### src/rtl/eaoc_pkg.sv
// Shared types, constants and arithmetic helpers for the Euler angle order converter.
`default_nettype none
package eaoc_pkg;

    localparam int WordWidth  = 34;
    localparam int RadWidth   = 63;
    localparam int StepWidth  = 5;
    localparam int CordicLen  = 16;
    localparam int SqrtLen    = 32;
    localparam int Latency    = 72;
    localparam int InShift    = 17;

    typedef logic signed [WordWidth-1:0] word_t;
    typedef logic [RadWidth-1:0]         rad_t;
    typedef logic [StepWidth-1:0]        step_t;

    localparam word_t OneQ    = word_t'(64'sd1073741824);
    localparam word_t PiQ     = word_t'(64'sd3373259426);
    localparam word_t HalfPiQ = word_t'(64'sd1686629713);
    localparam word_t KGainQ  = word_t'(64'sd652032874);
    localparam word_t LockEps = word_t'(64'sd1073);

    typedef struct packed {
        logic       mode;
        logic [2:0] neg;
    } cor_sb_t;

    typedef struct packed {
        word_t s;
        word_t d;
        word_t e;
        word_t g;
        word_t h;
        word_t b;
        word_t r11;
    } mat_t;

    typedef struct packed {
        word_t x;
        word_t y;
        word_t z;
    } vec_t;

    function automatic word_t atan_q(input step_t i);
        word_t r;
        case (i)
            5'd0:    r = word_t'(34'h3243F6A8);
            5'd1:    r = word_t'(34'h1DAC6705);
            5'd2:    r = word_t'(34'h0FADBAFC);
            5'd3:    r = word_t'(34'h07F56EA6);
            5'd4:    r = word_t'(34'h03FEAB76);
            5'd5:    r = word_t'(34'h01FFD55B);
            5'd6:    r = word_t'(34'h00FFFAAA);
            5'd7:    r = word_t'(34'h007FFF55);
            5'd8:    r = word_t'(34'h003FFFEA);
            5'd9:    r = word_t'(34'h001FFFFD);
            5'd10:   r = word_t'(34'h000FFFFF);
            5'd11:   r = word_t'(34'h0007FFFF);
            5'd12:   r = word_t'(34'h0003FFFF);
            5'd13:   r = word_t'(34'h0001FFFF);
            5'd14:   r = word_t'(34'h0000FFFF);
            5'd15:   r = word_t'(34'h00007FFF);
            5'd16:   r = word_t'(34'h00003FFF);
            5'd17:   r = word_t'(34'h00001FFF);
            5'd18:   r = word_t'(34'h00000FFF);
            5'd19:   r = word_t'(34'h000007FF);
            5'd20:   r = word_t'(34'h000003FF);
            5'd21:   r = word_t'(34'h000001FF);
            5'd22:   r = word_t'(34'h000000FF);
            5'd23:   r = word_t'(34'h0000007F);
            5'd24:   r = word_t'(34'h0000003F);
            5'd25:   r = word_t'(34'h0000001F);
            5'd26:   r = word_t'(34'h0000000F);
            5'd27:   r = word_t'(34'h00000007);
            5'd28:   r = word_t'(34'h00000003);
            5'd29:   r = word_t'(34'h00000001);
            default: r = '0;
        endcase
        return r;
    endfunction

    function automatic word_t mulq(input word_t a, input word_t b);
        logic signed [2*WordWidth-1:0] p;
        p = a * b;
        return p[WordWidth+29:30];
    endfunction

    function automatic word_t clampq(input logic signed [WordWidth:0] v);
        word_t r;
        if (v > (WordWidth+1)'(OneQ)) begin
            r = OneQ;
        end else if (v < -(WordWidth+1)'(OneQ)) begin
            r = -OneQ;
        end else begin
            r = v[WordWidth-1:0];
        end
        return r;
    endfunction

    function automatic vec_t vprep(input word_t y, input word_t x);
        vec_t r;
        if (x < 0) begin
            r.x = -x;
            r.y = -y;
            r.z = (y >= 0) ? PiQ : -PiQ;
        end else begin
            r.x = x;
            r.y = y;
            r.z = '0;
        end
        return r;
    endfunction

    function automatic logic signed [15:0] angle_out(input word_t v);
        logic signed [WordWidth:0]        t;
        logic signed [WordWidth-InShift:0] q;
        logic signed [15:0]               r;
        t = (WordWidth+1)'(v) + (WordWidth+1)'(35'sd65536);
        q = t[WordWidth:InShift];
        if (q > 18'sd32767) begin
            r = 16'sh7FFF;
        end else if (q < -18'sd32768) begin
            r = 16'sh8000;
        end else begin
            r = q[15:0];
        end
        return r;
    endfunction

endpackage
`default_nettype wire

### src/rtl/eaoc_sqrt_cell.sv
// One step of the digit-by-digit integer square root.
`default_nettype none
module eaoc_sqrt_cell (
    input  wire                   clk,
    input  wire eaoc_pkg::step_t  step,
    input  wire eaoc_pkg::rad_t   src_rem,
    input  wire eaoc_pkg::rad_t   src_root,
    output eaoc_pkg::rad_t        dst_rem,
    output eaoc_pkg::rad_t        dst_root
);
    import eaoc_pkg::*;

    rad_t rem_reg, root_reg;
    rad_t rem_next, root_next;
    rad_t bitv, trial;

    always_comb
    begin
        bitv  = rad_t'(1) << (6'd62 - {step, 1'b0});
        trial = src_root + bitv;
        if (src_rem >= trial)
        begin
            rem_next  = src_rem - trial;
            root_next = (src_root >> 1) + bitv;
        end
        else
        begin
            rem_next  = src_rem;
            root_next = src_root >> 1;
        end
    end

    always_ff @(posedge clk)
    begin
        rem_reg  <= rem_next;
        root_reg <= root_next;
    end

    assign dst_rem  = rem_reg;
    assign dst_root = root_reg;
endmodule
`default_nettype wire

### config.mk
export PLATFORM = sky130hd
export DESIGN_NAME = eaoc_sqrt_cell
export DESIGN_NICKNAME = d
export VERILOG_FILES = /design/src/rtl/eaoc_pkg.sv /design/src/rtl/eaoc_sqrt_cell.sv
export SDC_FILE = /design/constraint.sdc
export NUM_CORES = 1
export LEC_CHECK = 0
export ABC_AREA = 1
export BUFFER_PORTS_ARGS = -buffer_cell sky130_fd_sc_hd__buf_2
export CORE_MARGIN = 2
export CORE_UTILIZATION = 54
export DETAILED_ROUTE_END_ITERATION = 12
export HOLD_SLACK_MARGIN = 0.1
export PLACE_DENSITY = 0.8
export SLEW_MARGIN = 20
export SYNTH_ARGS = -nofsm -noshare
export SYNTH_HDL_FRONTEND = slang
export SYNTH_SLANG_ARGS = --single-unit
### constraint.sdc
create_clock -name clk -period 4.2 [get_ports clk]
set_clock_uncertainty 0.15 [all_clocks]
set_input_delay 0.42 -clock clk [delete_from_list [all_inputs] [get_ports clk]]
set_output_delay 0.42 -clock clk [all_outputs]
set_load 0.05 [all_outputs]
==> results of run 1 <==
[metal layers]
| metal | track usage, % | overflow |
|---|---|---|
| met2 | 102 | 524 |
| met5 | 46.6 | 2 |
| met3 | 72.8 | 7 |
| met4 | 88.3 | 191 |
| met1 | 79.5 | 13 |
[what timing repair did]
action / CTS
hold endpoints to repair: 26
buffers inserted: 66
endpoints found under the setup margin: 126
gates resized for setup: 495
cloned: 7
pin swaps: 125
hold buffers: 26
[through the flow]
stage / TNS [ps] / hold WS, ps
2_1_floorplan: 0 / 367
3_3_place_gp: -116500 / 522
3_5_place_dp: -142100 / 532
4_1_cts: 0 / 100
[logic make-up after synthesis]
logic type	share of synthesized area (%)
adders and majority gates	9.64
AOI/OAI and AO/OA	17.4
buffers and inverters	11.1
DFF	15.3
xor gates and xnor gates	6.02
and+or+nand+nor	40.5
==> summary.txt, run 1 <==
Global routing
  – Maximum number of pins on one net before global-route repair: 37
  – Vias in the first global route: 34700
  – Grt ovf: 737
  – Wire length of the first global-routing pass: 211000 um
  – Total global-route track usage: 84.6%

Die
  – Ports: 258
  – Die Wd: 178 um
  – Initial Utilization: 55.2%
  – Cell Rows: 63
  – Die Ht: 178 um

Yosys
  – Synth Area per Inst: 5.55 um^2
  – Cell count after synthesis: 2960
  – Synthesized cell area: 0.0164 mm^2
  – Post-Synthesis Net Count: 3218
  – Post-synth ARST share: 0%
  – Synth top area cells: nand2_1 18%, dfxtp_1 15%, nor2_1 11%
  – Commonest cells in the netlist: 799 x nand2_1, 463 x nor2_1, 418 x inv_1
  – EDFF count, synth: 0
  – Cell taking the most area after synthesis: nand2_1
  – Post-synth top area share: 18.2%
  – Seq/Total Area, Yosys: 15.3%
  – Commonest register cell after synthesis: dfxtp_1
  – Ys Warns: 0
  – Count of cell types in the netlist: 47
  – Most frequent cell after synthesis: nand2_1
  – Flop and latch count out of synthesis: 126

Status
  – Error: [ERROR GRT-0116] Global routing finished with congestion. Check the congestion regions in the DRC Viewer.
  – Status: aborted with a tool error
  – Last flow stage reached: global routing

Placement
  – Placed Area: 0.0229 mm^2
  – Pre-CTS WS: -1230 ps
  – Number of instances in the placed design: 4211
  – Gpl congestion: 1.23
  – Hpwl dp: 64200 um
  – IO buf count: 257

Clocking
  – Clock Sink Count: 126
  – Inserted Clock Buffers: 17
  – H-tree Lvls: 4
  – Root Driver: clkbuf_16
  – CTS Buffer Depth: 2
==> run 2, diff against run 1 <==
--- a/config.mk
+++ b/config.mk
@@ -8,10 +8,9 @@
 export ABC_AREA = 1
 export BUFFER_PORTS_ARGS = -buffer_cell sky130_fd_sc_hd__buf_2
 export CORE_MARGIN = 2
-export CORE_UTILIZATION = 54
+export CORE_UTILIZATION = 40
 export DETAILED_ROUTE_END_ITERATION = 12
-export HOLD_SLACK_MARGIN = 0.1
-export PLACE_DENSITY = 0.8
+export PLACE_DENSITY_LB_ADDON = 0.15
 export SLEW_MARGIN = 20
 export SYNTH_ARGS = -nofsm -noshare
 export SYNTH_HDL_FRONTEND = slang
==> constraint.sdc (replaced) <==
create_clock -name clk -period 5.45 [get_ports clk]
set_clock_uncertainty 0.15 [all_clocks]
set_input_delay 0.545 -clock clk [delete_from_list [all_inputs] [get_ports clk]]
set_output_delay 0.545 -clock clk [all_outputs]
set_load 0.05 [all_outputs]
==> run 2 against run 1 <==
Net effect:
- synthesized cell count unchanged
- synthesized area unchanged
- the flow now finishes without violations
==> summary.txt, run 2 <==
Placement
  – IO buf count: 257 (unchanged)
  – Placed Area: 0.0201 mm^2 (was 0.0229 mm^2)
  – Gpl congestion: 1.10 (was 1.23)
  – Pre-CTS WS: -269 ps (was -1230 ps)
  – Hpwl dp: 71200 um (was 64200 um)
  – Number of instances in the placed design: 3959 (was 4211)

STA
  – Hold Fails Final Rpt: 0
  – RSZ-0062 raised after global routing: no
  – Tightest Pin Transition: 775 ps
  – Max Slew Vio Count: 0
  – Max Clk Rate: 0.192 GHz
  – Fin crit share: 95.4%
  – Period minus WS final: 5200 ps
  – Endpoints failing setup: 0
  – Setup WS post-layout: 252 ps
  – Slew HR: 47.8%

Cells and area
  – Final Net Count: 3704
  – ANT cells: 0
  – Design Area, Final: 0.0207 mm^2
  – Fillers: 4429
  – Layout cells sized above 1: 16.5%
  – P&R area growth vs syn: 25.7%
  – Fin cells: 3989
  – Most common cell after layout, fill and taps aside: nand2_1
  – Most frequent cells in the layout: 799 x nand2_1, 463 x nor2_1, 418 x inv_1

Yosys
  – Seq/Total Area, Yosys: 15.3% (unchanged)
  – Count of cell types in the netlist: 47 (unchanged)
  – Ys Warns: 0 (unchanged)
  – Post-synth ARST share: 0% (unchanged)
  – Cell count after synthesis: 2960 (unchanged)
  – EDFF count, synth: 0 (unchanged)
  – Commonest cells in the netlist: 799 x nand2_1, 463 x nor2_1, 418 x inv_1 (unchanged)
  – Synthesized cell area: 0.0164 mm^2 (unchanged)
  – Synth top area cells: nand2_1 18%, dfxtp_1 15%, nor2_1 11% (unchanged)
  – Most frequent cell after synthesis: nand2_1 (unchanged)
  – Flop and latch count out of synthesis: 126 (unchanged)
  – Commonest register cell after synthesis: dfxtp_1 (unchanged)
  – Post-Synthesis Net Count: 3218 (unchanged)
  – Synth Area per Inst: 5.55 um^2 (unchanged)
  – Post-synth top area share: 18.2% (unchanged)
  – Cell taking the most area after synthesis: nand2_1 (unchanged)

Die
  – Die Wd: 207 um (was 178 um)
  – Ports: 258 (unchanged)
  – Cell Rows: 74 (was 63)
  – Initial Utilization: 40.3% (was 55.2%)
  – Die area: 0.0427 mm^2
  – Die Ht: 207 um (was 178 um)
  – Core footprint: 0.0407 mm^2

Global routing
  – Vias in the first global route: 20900
  – Initial antenna violation count: 0
  – Wire length of the first global-routing pass: 120000 um
  – Total global-route track usage: 38.3%
  – Grt ovf: 0
  – Maximum number of pins on one net before global-route repair: 63

Setup path
  – Critical-path maximum fanout: 18
  – CP Capture Type: register
  – Crit-path max cell delay: 370 ps
  – Worst endpoint required time: 5690 ps
  – Family with the most delay on the worst path: compound AO/OA/AOI/OAI gates
  – Critical path class: in2reg
  – Worst EP arrival: 5440 ps
  – Worst path bufs/invs: 6
  – CP Launch Type: primary input
  – Critical path's most frequent cell: nand2_1
  – CP max-delay cell: ha_1

Routing
  – Total number of vias: 21600
  – Number of DRC markers in iteration 0: 2014
  – Residual DRC: 0
  – Drt first pass iters: 6
  – Vias/cell: 5.42
  – Final ANT Viol Nets: 0
  – Final WL: 82200 um
  – Average wire per standard cell: 20.6 um

Power
  – Pwr dens: 217 mW/mm^2
  – Worst IR Drop VDD: 0.246 mV
  – P_leak: 9.97 nW

Clocking
  – Clk slew on worst S/H paths: 60 ps
  – CTS tree: yes
  – Clock Sink Count: 126 (unchanged)
  – H-tree Lvls: 4 (unchanged)
  – Inserted Clock Buffers: 17 (unchanged)
  – Cts hold-fix bufs: 0 (was 26)
  – Total setup buffers inserted after CTS: 0 (was 66)
  – Root Driver: clkbuf_16 (unchanged)
  – CTS Buffer Depth: 2 (unchanged)

Flow run
  – Max Cap Viol: 0

Status
  – Status: complete, no violations (was aborted with a tool error)

Min path
  – Worst Hold Class: in2reg
==> run 2: cell counts after synthesis <==
Identical to the previous run, type by type.
==> run 2: logic make-up after synthesis <==
family	Yosys count	synth area share (%)
simple gates	1604	40.5
compound gates	527	17.4
buf+inv	464	11.1
fa+ha+maj	126	9.64
flops	126	15.3
xor+xnor	113	6.02
==> run 2: where the power goes <==
part	switching, mW	internal (mW)	total (mW)
sequential	0.0421	1.08	1.12
clock	0.474	0.591	1.06
combinational	1.61	0.688	2.30
total	2.13	2.36	4.49
==> run 2: metrics by stage <==
stage	setup TNS [ps]	total power, mW	util [%]	hold WS, ps
5_1_grt	0	4.69	50.7	156
3_5_place_dp	-6770	3.39	49.4	652
2_1_floorplan	0	2.58	-	492
3_3_place_gp	-1950	3.39	49.4	646
6_report	0	4.49	50.7	130
4_1_cts	0	4.47	50.7	112
==> run 2: final cells by class <==
cell class / instances / area (um^2) / area share, %
well taps: 532 / 666 / 3.22
multi-input cells: 2370 / 12100 / 58.6
repair buffers: 504 / 3250 / 15.7
clock inverters: 7 / 41.3 / 0.200
clock buffers: 23 / 468 / 2.26
inverters: 427 / 1600 / 7.76
flip-flops and latches: 126 / 2520 / 12.2
==> run 2: layer usage <==
metal | GRT usage [%] | part of all wire, %
met5 | 0 | 0
met4 | 23.9 | 6.6
met3 | 5.76 | 7.2
met2 | 65.6 | 47
met1 | 44.8 | 39
==> run 2: final timing paths <==
path | to | slack [ps] | start | depth (start not counted)
worst min-delay path | dst_rem[62] | 130 | src_rem[62] | 3
worst max-delay path | dst_root[55] | 250 | step[4] | 30
==> run 2: repair_timing <==
| action | in CTS | in global routing |
|---|---|---|
| setup endpoints to repair | 0 | 82 |
| resized for setup | 0 | 14 |
| endpoints found under the hold margin | 0 | 0 |
No activity file was read; power rests on OpenSTA's default activity.
