$ cat src/rtl/eaoc_pkg.sv
// Shared types, constants and arithmetic helpers for the Euler angle order converter.
`default_nettype none
package eaoc_pkg;

    localparam int WordWidth  = 34;
    localparam int RadWidth   = 63;
    localparam int StepWidth  = 5;
    localparam int CordicLen  = 16;
    localparam int SqrtLen    = 32;
    localparam int Latency    = 72;
    localparam int InShift    = 17;

    typedef logic signed [WordWidth-1:0] word_t;
    typedef logic [RadWidth-1:0]         rad_t;
    typedef logic [StepWidth-1:0]        step_t;

    localparam word_t OneQ    = word_t'(64'sd1073741824);
    localparam word_t PiQ     = word_t'(64'sd3373259426);
    localparam word_t HalfPiQ = word_t'(64'sd1686629713);
    localparam word_t KGainQ  = word_t'(64'sd652032874);
    localparam word_t LockEps = word_t'(64'sd1073);

    typedef struct packed {
        logic       mode;
        logic [2:0] neg;
    } cor_sb_t;

    typedef struct packed {
        word_t s;
        word_t d;
        word_t e;
        word_t g;
        word_t h;
        word_t b;
        word_t r11;
    } mat_t;

    typedef struct packed {
        word_t x;
        word_t y;
        word_t z;
    } vec_t;

    function automatic word_t atan_q(input step_t i);
        word_t r;
        case (i)
            5'd0:    r = word_t'(34'h3243F6A8);
            5'd1:    r = word_t'(34'h1DAC6705);
            5'd2:    r = word_t'(34'h0FADBAFC);
            5'd3:    r = word_t'(34'h07F56EA6);
            5'd4:    r = word_t'(34'h03FEAB76);
            5'd5:    r = word_t'(34'h01FFD55B);
            5'd6:    r = word_t'(34'h00FFFAAA);
            5'd7:    r = word_t'(34'h007FFF55);
            5'd8:    r = word_t'(34'h003FFFEA);
            5'd9:    r = word_t'(34'h001FFFFD);
            5'd10:   r = word_t'(34'h000FFFFF);
            5'd11:   r = word_t'(34'h0007FFFF);
            5'd12:   r = word_t'(34'h0003FFFF);
            5'd13:   r = word_t'(34'h0001FFFF);
            5'd14:   r = word_t'(34'h0000FFFF);
            5'd15:   r = word_t'(34'h00007FFF);
            5'd16:   r = word_t'(34'h00003FFF);
            5'd17:   r = word_t'(34'h00001FFF);
            5'd18:   r = word_t'(34'h00000FFF);
            5'd19:   r = word_t'(34'h000007FF);
            5'd20:   r = word_t'(34'h000003FF);
            5'd21:   r = word_t'(34'h000001FF);
            5'd22:   r = word_t'(34'h000000FF);
            5'd23:   r = word_t'(34'h0000007F);
            5'd24:   r = word_t'(34'h0000003F);
            5'd25:   r = word_t'(34'h0000001F);
            5'd26:   r = word_t'(34'h0000000F);
            5'd27:   r = word_t'(34'h00000007);
            5'd28:   r = word_t'(34'h00000003);
            5'd29:   r = word_t'(34'h00000001);
            default: r = '0;
        endcase
        return r;
    endfunction

    function automatic word_t mulq(input word_t a, input word_t b);
        logic signed [2*WordWidth-1:0] p;
        p = a * b;
        return p[WordWidth+29:30];
    endfunction

    function automatic word_t clampq(input logic signed [WordWidth:0] v);
        word_t r;
        if (v > (WordWidth+1)'(OneQ)) begin
            r = OneQ;
        end else if (v < -(WordWidth+1)'(OneQ)) begin
            r = -OneQ;
        end else begin
            r = v[WordWidth-1:0];
        end
        return r;
    endfunction

    function automatic vec_t vprep(input word_t y, input word_t x);
        vec_t r;
        if (x < 0) begin
            r.x = -x;
            r.y = -y;
            r.z = (y >= 0) ? PiQ : -PiQ;
        end else begin
            r.x = x;
            r.y = y;
            r.z = '0;
        end
        return r;
    endfunction

    function automatic logic signed [15:0] angle_out(input word_t v);
        logic signed [WordWidth:0]        t;
        logic signed [WordWidth-InShift:0] q;
        logic signed [15:0]               r;
        t = (WordWidth+1)'(v) + (WordWidth+1)'(35'sd65536);
        q = t[WordWidth:InShift];
        if (q > 18'sd32767) begin
            r = 16'sh7FFF;
        end else if (q < -18'sd32768) begin
            r = 16'sh8000;
        end else begin
            r = q[15:0];
        end
        return r;
    endfunction

endpackage
`default_nettype wire

$ cat src/rtl/eaoc_cordic_cell.sv
// One CORDIC micro-rotation cell, used in rotation or vectoring mode.
`default_nettype none
module eaoc_cordic_cell (
    input  wire                     clk,
    input  wire eaoc_pkg::step_t    step,
    input  wire                     vec_mode,
    input  wire eaoc_pkg::word_t    src_x,
    input  wire eaoc_pkg::word_t    src_y,
    input  wire eaoc_pkg::word_t    src_z,
    output eaoc_pkg::word_t         dst_x,
    output eaoc_pkg::word_t         dst_y,
    output eaoc_pkg::word_t         dst_z
);
    import eaoc_pkg::*;

    word_t x_reg, y_reg, z_reg;
    word_t x_next, y_next, z_next;
    word_t xs, ys, at;
    logic  plus;
    logic  hold;

    always_comb
    begin
        xs   = src_x >>> step;
        ys   = src_y >>> step;
        at   = atan_q(step);
        plus = vec_mode ? (src_y < 0) : (src_z >= 0);
        hold = vec_mode && (src_y == 0);
        if (hold)
        begin
            x_next = src_x;
            y_next = src_y;
            z_next = src_z;
        end
        else if (plus)
        begin
            x_next = src_x - ys;
            y_next = src_y + xs;
            z_next = src_z - at;
        end
        else
        begin
            x_next = src_x + ys;
            y_next = src_y - xs;
            z_next = src_z + at;
        end
    end

    always_ff @(posedge clk)
    begin
        x_reg <= x_next;
        y_reg <= y_next;
        z_reg <= z_next;
    end

    assign dst_x = x_reg;
    assign dst_y = y_reg;
    assign dst_z = z_reg;
endmodule
`default_nettype wire

$ cat config.mk
export PLATFORM = sky130hd
export DESIGN_NAME = eaoc_cordic_cell
export DESIGN_NICKNAME = d
export VERILOG_FILES = /design/src/rtl/eaoc_pkg.sv /design/src/rtl/eaoc_cordic_cell.sv
export SDC_FILE = /design/constraint.sdc
export NUM_CORES = 1
export LEC_CHECK = 0
export ABC_AREA = 1
export BUFFER_PORTS_ARGS = -buffer_cell sky130_fd_sc_hd__buf_2
export CAP_MARGIN = 20
export CORE_MARGIN = 1
export CORE_UTILIZATION = 50
export CTS_CLUSTER_DIAMETER = 30
export CTS_CLUSTER_SIZE = 16
export DETAILED_ROUTE_END_ITERATION = 10
export PLACE_DENSITY_LB_ADDON = 0.1
export REMOVE_ABC_BUFFERS = 1
export SLEW_MARGIN = 20
export SYNTH_ARGS = -nofsm -noshare
export SYNTH_HDL_FRONTEND = slang
export SYNTH_SLANG_ARGS = --single-unit
export TNS_END_PERCENT = 30
$ cat constraint.sdc
create_clock -name clk -period 5.7 [get_ports clk]
set_input_delay 0.285 -clock clk [delete_from_list [all_inputs] [get_ports clk]]
set_output_delay 0.285 -clock clk [all_outputs]
set_load 0.02 [all_outputs]
## Word level (Yosys, flattened, before mapping)

Memory sizes are Yosys's and may differ from the RTL's.
Index checks and enable logic that the tools add are counted.

| word-level totals | value |
|---|---|
| register bits | 102 |
| memory bits (read-only) | 960 |
| output and inout bits | 102 |
| word-level logic and storage cells | 23 |
| memories kept | 1 |

Memory list:

| name | depth | width | read ports | clocked after Yosys merged registers in | wr ports | line | text |
|---|---|---|---|---|---|---|---|
| (name not given) | 32 | 30 | 1 | 0 | 0 | eaoc_pkg.sv:46 | `case (i)` |

| cells by class | value |
|---|---|
| add/sub/neg operators | 6 |
| $lt $le $gt $ge | 2 |
| shift operators | 2 |
| mux-type cells | 7 |
| reduce and logical (&&, ||, !) cells | 2 |

Operators by type and width:

| kind | number |
|---|---|
| $mux W34 | 6 |
| $add A34 B34 Y34 | 3 |
| $sub A34 B34 Y34 | 3 |
| $sshr A34 B5 Y34 | 2 |
| $ge A34 B1 Y1 const B | 1 |
| $logic_not A34 Y1 | 1 |
| $lt A34 B1 Y1 const B | 1 |
| $logic_and A1 B1 Y1 | 1 |
| $mux W1 | 1 |

## Longest topological paths before layout

Gate-level depths: netlist of run 1.

| logic depth | value |
|---|---|
| depth after elaboration | 4 |
| gate-level depth with buffers | 39 |

## Worst setup path before layout of run 1

OpenSTA, ideal clock, no wires.

| path | value |
|---|---|
| path type | input to register |
| from | input port step[1] |
| to | register z_reg[27] (netlist: dst_z[27]) |
| setup time | 0.114 ns |
| data arrival time | 4.017 ns |
| path slack | 1.569 ns |
| cell stages on the path | 28 |
| path through | buf_2 inv_2 buf_2 ha_1 inv_1 nor2_1 inv_1 nand2_1 nand3_1 o21a_1 inv_2 ha_1 inv_1 o31ai_1 buf_2 xnor2_1 ha_1 a21oi_1 inv_1 a31oi_1 a21boi_0 o21ai_0 a21boi_0 o21ai_0 nand2_1 nand3b_1 nand3_1 nand2_1 |

| on the way | value |
|---|---|
| cells in the longest elaborated chain, start to end | 4 |
| elaborated cells on any way between the ends | 5 |

RTL lines:

| element | line | text |
|---|---|---|
| start: declaration | eaoc_cordic_cell.sv:5 | `input wire eaoc_pkg::step_t step,` |
| $mem_v2 Z32 W30 * | n/a |  |
| $add A34 B34 Y34 / $sub A34 B34 Y34 (equally long branches) | eaoc_cordic_cell.sv:45, eaoc_cordic_cell.sv:39 |  |
| $mux W34 * | eaoc_cordic_cell.sv:35 | `else if (plus)` |
| $mux W34 * | eaoc_cordic_cell.sv:29 | `if (hold)` |
| net z_next[27] | eaoc_cordic_cell.sv:17 | `word_t x_next, y_next, z_next;` |
| end signal: assignment | eaoc_cordic_cell.sv:53 | `z_reg <= z_next;` |
| end: declaration | eaoc_cordic_cell.sv:16 | `word_t x_reg, y_reg, z_reg;` |

The timed path passes the listed nets; every way through them passes the cells marked *.

## Worst setup path in the final report of run 1

| path | value |
|---|---|
| from | input port step[0] |
| to | register x_reg[27] (netlist: dst_x[27]) |

| on the way | value |
|---|---|
| cells in the longest elaborated chain, start to end | 4 |
| elaborated cells on any way between the ends | 5 |

RTL lines:

| element | line | text |
|---|---|---|
| $sshr A34 B5 Y34 * | eaoc_cordic_cell.sv:25 | `ys = src_y >>> step;` |
| $add A34 B34 Y34 / $sub A34 B34 Y34 (equally long branches) | eaoc_cordic_cell.sv:43, eaoc_cordic_cell.sv:37 |  |
| $mux W34 * | eaoc_cordic_cell.sv:35 |  |
| $mux W34 * | eaoc_cordic_cell.sv:29 |  |
| net x_next[27] | eaoc_cordic_cell.sv:17 |  |
| end signal: assignment | eaoc_cordic_cell.sv:51 | `x_reg <= x_next;` |
| end: declaration | eaoc_cordic_cell.sv:16 |  |

Marked as above.

==> summary.md, run 1 <==
| Metric | Value |
|---|---|
| Die Height | `176 um` |
| Cell Area, Synth | `about 0.015 mm2` |
| Busiest grt layer | `met2` |
| DIE AREA | `0.0310 mm2` |
| Hold_buf cts | `0` |
| Distinct cell type count after synthesis | `61` |
| Max incr delay on CP | `400 ps` |
| Critical path class | `primary input to register` |
| Clock Tree Root | `clkbuf_16` |
| Ys async rst share | `0%` |
| Unrepaired setup endpoints after global routing | `false` |
| Largest net degree at the start of global routing | `54` |
| Pre-Repair DR Iteration Count | `6` |
| Largest cells by area after synthesis | `nand2_1, dfxtp_1, nand3_1` |
| Post-CTS sizing | `0` |
| Yosys top cell area share | `19.1%` |
| Arr. time, crit path | `approximately 5400 ps` |
| Max Freq | `0.197 GHz` |
| Gr usage total | `38.0%` |
| Area Growth Syn to Fin | `12.0%` |
| Req. time, crit path | `5990 ps` |
| Layout Nets | `between 3000 and 4000` |
| Global route overflow | `0` |
| Routed Wire Length | `59300 um` |
| DR WL/cell | `18.5 um` |
| Gate Count Post-Synth | `2637` |
| Vias in the first global route | `16965` |
| Post CTS Setup Buffer Count | `0` |
| Drt initial violations | `2054` |
| Max IR drop VDD | `around 210 uV` |
| Most frequent cell after synthesis | `nand2_1` |
| Worst-path clk slew | `~80 ps` |
| Hold Crit Class | `primary input to register` |
| Synth top cells by count | `nand2_1, nand3_1, inv_1, nor2_1, a21oi_1` |
| Worst Hold Depth | `3` |
| Cts bufs inserted | `9` |
| H-tree Lvls | `3` |
| Placed wire-length estimate | `48000 um` |
| Post-synth EDFFs | `0` |
| Port-buffer cells | `210` |
| Syn_area_per_cell | `5.75 um2` |
| # rows | `63` |
| GRT met3 Usage | `6.78%` |
| DR vias/cell | `5.75` |
| Non-filler cells, final | `3209` |
| Starting Density | `51.0%` |
| Critical Path Most Common Cell | `nand3_1` |
| Final slew viol count | `0` |
| Design Area, Final | `0.0170 mm2` |
| Actual slew at the worst max-slew pin | `1020 ps` |
| Global-route wire length before repair | `~90000 um` |
| DRC Markers | `0` |
| Dpl cells | `approximately 3200` |
| CP max-delay cell | `a21boi_0` |
| Number of nets still failing antenna checks after routing | `0` |
| Via Count | `18450` |
| Hold Vio Cnt, Final | `0` |
| Clk buf depth | `2` |
| Power Density | `between 200 and 300 mW/mm2` |
| Ports | `211` |
| Synth warnings | `0` |
| Hold Path Sink | `dst_z[22]` |
| Slew margin rel. | `between 30% and 40%` |
| Placer Congestion | `1.02` |
| Worst hold start | `src_z[22]` |
| TritonCTS clock tree | `yes` |
| Post-synth top area cell | `nand2_1` |
| Cell leakage power | `8.93 nW` |
| Worst setup EP type | `register` |
| Die width | `176 um` |
| Final Setup Violations | `0` |
| Synthesized flop and latch total | `slightly above 100` |
| Max-cap check violation count | `0` |
| Status | `finished clean` |
| Crit path time final | `5080 ps` |
| Final period utilization | `89.1%` |
| Most used DFF post-synth | `dfxtp_1` |
| Share of cells above drive strength 1 | `roughly an eighth` |
| Fin Setup TNS | `0 ps` |
| M2 GR Usage | `about three fifths` |
| Core ar. | `0.0297 mm2` |
| Max FO, Critical Path | `41` |
| Post-DP Area | `about 0.017 mm2` |
| Grt met1 use | `roughly half` |
| Sink Count | `102` |
| Fin util | `57.2%` |
| Critical Path Start Type | `primary input` |
| Initial antenna violation count | `1` |
| Sequential element share of the synthesized area | `13.5%` |
## worst max-delay path: cells and delay by family
family / cells / cell delay, ps
xor+xnor: 1 / 200
compound gates: 7 / 1850
buf+inv: 8 / 1230
simple gates: 12 / 1250
fa+ha+maj: 2 / 470
## state kept, by name, indices dropped and copies added, names as in the netlist
name and count:
dst_x 34, dst_y 34, dst_z 34
## logic make-up after synthesis
| family | Yosys count | share of synthesized area (%) |
|---|---|---|
| AO/OA/AOI/OAI | 458 | 17.3 |
| XOR/XNOR | 146 | 8.43 |
| adder cells (fa/ha/maj) | 114 | 9.55 |
| buffers and inverters | 371 | 10.3 |
| flip-flops | 102 | 13.5 |
| multiplexers | 1 | 0.0660 |
| AND/OR/NAND/NOR | 1445 | 40.8 |
## placed cells by master, fill, tap and decap left out, types with 25 or more instances in the layout
master   count
nand2_1    772
nand3_1    307
dfxtp_1    102
inv_1      256
nor3_1      25
a21oi_1    151
ha_1       111
o21ai_0    130
nor2_1     236
buf_4       47
xnor2_1     59
xor2_1      87
buf_2      209
o21ai_1     43
a31oi_1     32
## layer usage
layer,up-vias,routed length [um]
met5,-,0
met4,0,2260
met3,120,5520
met2,991,25800
met1,8310,25700
li1,9029,-
## power breakdown
group | switching, W | total, W | internal, W
logic | 0.00210 | 0.00319 | 0.00109
clock network | 0.000334 | 0.000768 | 0.000434
registers | 0.0000733 | 0.00111 | 0.00103
## final cells by class
| class | instances | area (um2) |
|---|---|---|
| fill | 3078 | 12700 |
| multi-input combinational | 2164 | 11600 |
| tap | 390 | 488 |
| sequential | 102 | 2040 |
| inverter | 275 | 1030 |
| antenna | 1 | 2.50 |
| timing repair buffer | 261 | 1500 |
| clock buffer | 10 | 229 |
| clock inverter | 6 | 118 |
## how the worst max path moves through the flow
stage | start | to | slack [ps] | cells after the start
global route | step[0] | dst_x[27] | 190 | 31
floorplan | step[3] | dst_z[27] | 610 | 20
CTS | step[0] | dst_z[27] | 710 | 25
detailed placement | step[0] | dst_z[27] | 310 | 25
global placement | step[0] | dst_z[27] | 530 | 25
finish | step[0] | dst_x[27] | 620 | 30
## stage by stage
step           power, W  hold slack [ps]  worst slack [ps]
2_1_floorplan   0.00325              384               607
3_3_place_gp    0.00420              503               527
3_5_place_dp    0.00424              509               305
4_1_cts         0.00503             92.9               714
5_1_grt         0.00544              108               193
6_report        0.00507              100               623
Power figures use the tool's default switching activity.
==> inputs of run 2 (changes only) <==
REMOVE_ABC_BUFFERS = not set   (was 1)
SKIP_CTS_REPAIR_TIMING = 1   (was not set)
clock period = 5.12 ns   (was 5.7 ns; I/O delays follow)
==> run 2 against run 1 <==
Global-route usage fell by 1.9 points; critical endpoint is now dst_y[26]; first-iteration DRC count fell by 24%; clock-buffer cell count did not move; non-clock buffer count rose by 4; critical path type unchanged; utilization rose by 0.15 points; highest routed layer unchanged; sequential share of layout area barely moved; worst hold slack got worse by 19 ps.
==> summary.md, run 2 (synthesis results as in run 1) <==
| Metric | Value |
|---|---|
| Status | `finished clean` |
| Global route overflow | `0` |
| Sink Count | `approximately 100` |
| Syn Nets | `2860` |
| TritonCTS clock tree | `yes` |
| Number of nets still failing antenna checks after routing | `0` |
| Power Density | `324 mW/mm2` |
| Final Setup Violations | `0` |
| Placer Congestion | `1.02` |
| Worst-path clk slew | `80 ps` |
| Critical path startpoint | `step[0]` |
| Final slew viol count | `0` |
| Critical Path Most Common Cell | `nand2_1` |
| Drt initial violations | `around 1600` |
| Worst Hold Depth | `3` |
| Max IR drop VDD | `176 uV` |
| Ports | `211` |
| DR WL/cell | `17.8 um` |
| Largest net degree at the start of global routing | `44` |
| Via Count | `18300` |
| Starting Density | `roughly 50%` |
| Worst hold start | `src_z[23]` |
| Hold Crit Class | `primary input to register` |
| Cell leakage power | `8.96 nW` |
| DRC Markers | `0` |
| Actual slew at the worst max-slew pin | `1020 ps` |
| Worst setup EP type | `register` |
| Gr usage total | `36.1%` |
| DIE AREA | `0.0310 mm2` |
| Commonest cells after routing, fill and taps aside | `nand2_1, nand3_1, inv_1` |
| Pre-Repair DR Iteration Count | `5` |
| Hold Vio Cnt, Final | `0` |
| Global-route wire length before repair | `88700 um` |
| Core ar. | `0.0297 mm2` |
| Max Freq | `0.212 GHz` |
| H-tree Lvls | `3` |
| Routed Wire Length | `57200 um` |
| Cts bufs inserted | `9` |
| Initial antenna violation count | `0` |
| DR vias/cell | `5.70` |
| Share of cells above drive strength 1 | `13.3%` |
| Diodes inserted | `0` |
| Area Growth Syn to Fin | `12.3%` |
| Post-DP Area | `about 0.017 mm2` |
| # rows | `63` |
| Unrepaired setup endpoints after global routing | `false` |
| Slew margin rel. | `about a third` |
| Power Total | `0.00552 W` |
| Vias in the first global route | `17004` |
| Clk buf depth | `2` |
| Critical Path Start Type | `primary input` |
| Port-buffer cells | `210` |
| Critical path class | `primary input to register` |
| Layout Nets | `a little over 3000` |
| Fin Setup TNS | `0 ps` |
| Commonest non-fill, non-tap cell in the layout | `nand2_1` |
| Max FO, Critical Path | `23` |
| Clock Tree Root | `clkbuf_16` |
| Hold Path Sink | `dst_z[23]` |
| Die Height | `176 um` |
| Max-cap check violation count | `0` |
| Placed wire-length estimate | `around 47000 um` |
| Max incr delay on CP | `420 ps` |
| Arr. time, crit path | `5020 ps` |
| Req. time, crit path | `5440 ps` |
| Crit path time final | `about 4700 ps` |
| Die width | `approximately 180 um` |
| WHS | `81.5 ps` |
| Design Area, Final | `0.0170 mm2` |
| Final period utilization | `between 90% and 100%` |
| CP max-delay cell | `o21ai_0` |
==> run 2: cell type report <==
class	instances	area, um2
fill	3102	12700
multi-input combinational	2164	11600
sequential	102	2040
timing repair buffer	265	1580
inverter	275	1030
tap	390	488
clock buffer	10	239
clock inverter	6	76.3
==> run 2: worst max-delay path: cells and delay by family <==
family,cells,cell delay (ps)
AOI/OAI and AO/OA,8,1670
xor gates and xnor gates,1,120
adders and majority gates,2,500
buffers and inverters,7,870
and+or+nand+nor,12,1570
==> run 2: how the worst max path moves through the flow <==
stage | endpoint | slack [ps] | cells after the start
after floorplan | dst_z[27] | 1020 | 28
after CTS | dst_y[31] | 460 | 31
after global routing | dst_y[28] | 3 | 27
after detailed placement | dst_y[31] | 80 | 31
after global placement | dst_y[27] | 240 | 28
final | dst_y[26] | 410 | 30
==> run 2: report_power, final <==
part	total, W	leakage, nW	internal [W]	switching, W
logic	0.00353	7.95	0.00122	0.00230
registers	0.00123	0.861	0.00115	0.0000809
clock network	0.000762	0.156	0.000402	0.000361
total	0.00552	8.96	0.00278	0.00275
==> run 2: stage by stage <==
step / util (%) / std cells / setup slack [ps]
after floorplan: - / 2637 / 1020
after global placement: 56.2 / 3196 / 242
after detailed placement: 56.2 / 3196 / 75.2
after CTS: 57.3 / 3212 / 463
after global routing: 57.3 / 3212 / 2.97
final: 57.3 / 3212 / 412
==> run 2: metal layers <==
metal	routed length (um)	global-route usage, %	vias to the layer above	share of wire (%)
li1	-	-	9054	-
met1	24800	47.2	8323	43
met2	25700	59.1	806	45
met3	4470	4.91	117	7.8
met4	2190	15.7	0	3.8
met5	0	0	-	0
==> inputs of run 3 (changes only) <==
PLACE_DENSITY = 0.71   (was not set)
PLACE_DENSITY_LB_ADDON = not set   (was 0.1)
==> run 3 against run 2 <==
Sequential cell count is the same; total power fell by 1.2%; non-clock buffer count decreased by 4; setup slack lost 33 ps; critical endpoint is now dst_x[33]; largest power group unchanged.
==> summary.md, run 3 (synthesis results as in run 1) <==
| Metric | Value |
|---|---|
| Status | `finished clean` |
| Via Count | `18244` |
| Max Freq | `0.211 GHz` |
| DR WL/cell | `17.7 um` |
| Die Height | `176 um` |
| Global-route wire length before repair | `87500 um` |
| Fin Setup TNS | `0 ps` |
| Crit path time final | `around 4700 ps` |
| Worst hold start | `src_z[27]` |
| Dpl cells | `3192` |
| Drt initial violations | `around 1700` |
| Dpl ws | `19.9 ps` |
| Buf/Inv on CP | `10` |
| Commonest non-fill, non-tap cell in the layout | `nand2_1` |
| Power Total | `0.00546 W` |
| CP top delay family | `simple AND/OR/NAND/NOR gates` |
| Largest net degree at the start of global routing | `55` |
| Vias in the first global route | `16683` |
| Area Growth Syn to Fin | `11.9%` |
| Sink Count | `102` |
| Number of nets still failing antenna checks after routing | `0` |
| Gr usage total | `35.9%` |
| Pre-Repair DR Iteration Count | `8` |
| Critical Path Most Common Cell | `nand3_1` |
| Clk buf depth | `2` |
| Die width | `176 um` |
| # rows | `63` |
| Final Setup Violations | `0` |
| Worst Hold Depth | `3` |
| Cts bufs inserted | `9` |
| Slew margin rel. | `30.8%` |
| Max IR drop VDD | `210 uV` |
| Share of cells above drive strength 1 | `13.0%` |
| Critical path class | `primary input to register` |
| Routed Wire Length | `56700 um` |
| Hold Path Sink | `dst_z[27]` |
| Worst setup EP type | `register` |
| Global route overflow | `0` |
| Actual slew at the worst max-slew pin | `1030 ps` |
| Commonest cells after routing, fill and taps aside | `nand2_1, nand3_1, inv_1` |
| Core ar. | `0.0297 mm2` |
| Cell leakage power | `8.93 nW` |
| Placed wire-length estimate | `about 46000 um` |
| Non-filler cells, final | `~3200` |
| DR vias/cell | `5.69` |
| H-tree Lvls | `3` |
| Final slew viol count | `0` |
| Layout Nets | `3036` |
| Unrepaired setup endpoints after global routing | `false` |
| Placer Congestion | `about 0.97` |
| DRC Markers | `0` |
| Power Density | `322 mW/mm2` |
| TritonCTS clock tree | `yes` |
| CP max-delay cell | `ha_1` |
| DIE AREA | `around 0.031 mm2` |
| Starting Density | `51.0%` |
| Diodes inserted | `0` |
| Max incr delay on CP | `~400 ps` |
| Worst-path clk slew | `80 ps` |
| Arr. time, crit path | `5030 ps` |
| Clock Tree Root | `clkbuf_16` |
| Max FO, Critical Path | `54` |
| Worst path setup slack after routing | `380 ps` |
| Port-buffer cells | `210` |
| Max-cap check violation count | `0` |
| Syn Nets | `between 2000 and 3000` |
| Hold Crit Class | `primary input to register` |
| Final period utilization | `92.6%` |
| Ports | `211` |
| Initial antenna violation count | `0` |
| Critical Path Start Type | `primary input` |
| Hold Vio Cnt, Final | `0` |
| Req. time, crit path | `between 5000 and 6000 ps` |
-- run 3: cell types whose count changed in the layout (fill, tap and decap cells not counted), moves of 2 or more --
cell and delta:
clkinv_2 +2, a21boi_0 +2, o21ai_0 +3, a21boi_1 -2, o21ai_1 -3, buf_4 -3
-- run 3: layout make-up --
type	instances	area [um2]
Fill cell	3177	12700
Multi-Input combinational cell	2164	11600
Sequential cell	102	2040
Timing Repair Buffer	261	1540
Inverter	275	1030
Tap cell	390	488
Clock buffer	11	243
Clock inverter	5	57.6
-- run 3: worst min-delay path: stages --
cell and delay [ps]:
buf_2 90, nand2_1 50, nand2_1 50
-- run 3: power breakdown --
group | switching, W | internal [W] | leakage, nW
clock network | 0.000341 | 0.000393 | 0.150
registers | 0.0000775 | 0.00115 | 0.861
logic | 0.00228 | 0.00122 | 7.92
total | 0.00270 | 0.00276 | 8.93
-- run 3: worst max-delay path by stage --
| stage | from | endpoint | slack [ps] | cells after the start |
|---|---|---|---|---|
| after global placement | step[3] | dst_z[27] | 120 | 24 |
| after floorplan | step[1] | dst_z[27] | 1020 | 28 |
| after CTS | step[1] | dst_x[27] | 410 | 28 |
| after global routing | step[1] | dst_x[27] | 10 | 28 |
| final | step[1] | dst_x[33] | 380 | 33 |
| after detailed placement | step[1] | dst_x[27] | 20 | 28 |
-- run 3: per-layer routing --
layer	wire [um]	track usage, %	up-vias	share of wire [%]
li1	-	-	9031	-
met1	24000	46.5	8282	42
met4	2020	14.3	0	3.6
met2	26200	60.3	819	46
met3	4520	4.31	112	8.0
met5	0	0	-	0
-- run 3: through the flow --
step                      area, um2  util [%]  hold WS, ps
after floorplan               15200         -          355
after global placement        16700      56.1          475
after detailed placement      16700      56.1          478
after CTS                     17000      57.1         62.3
after global routing          17000      57.1         83.2
final                         17000      57.1         85.7
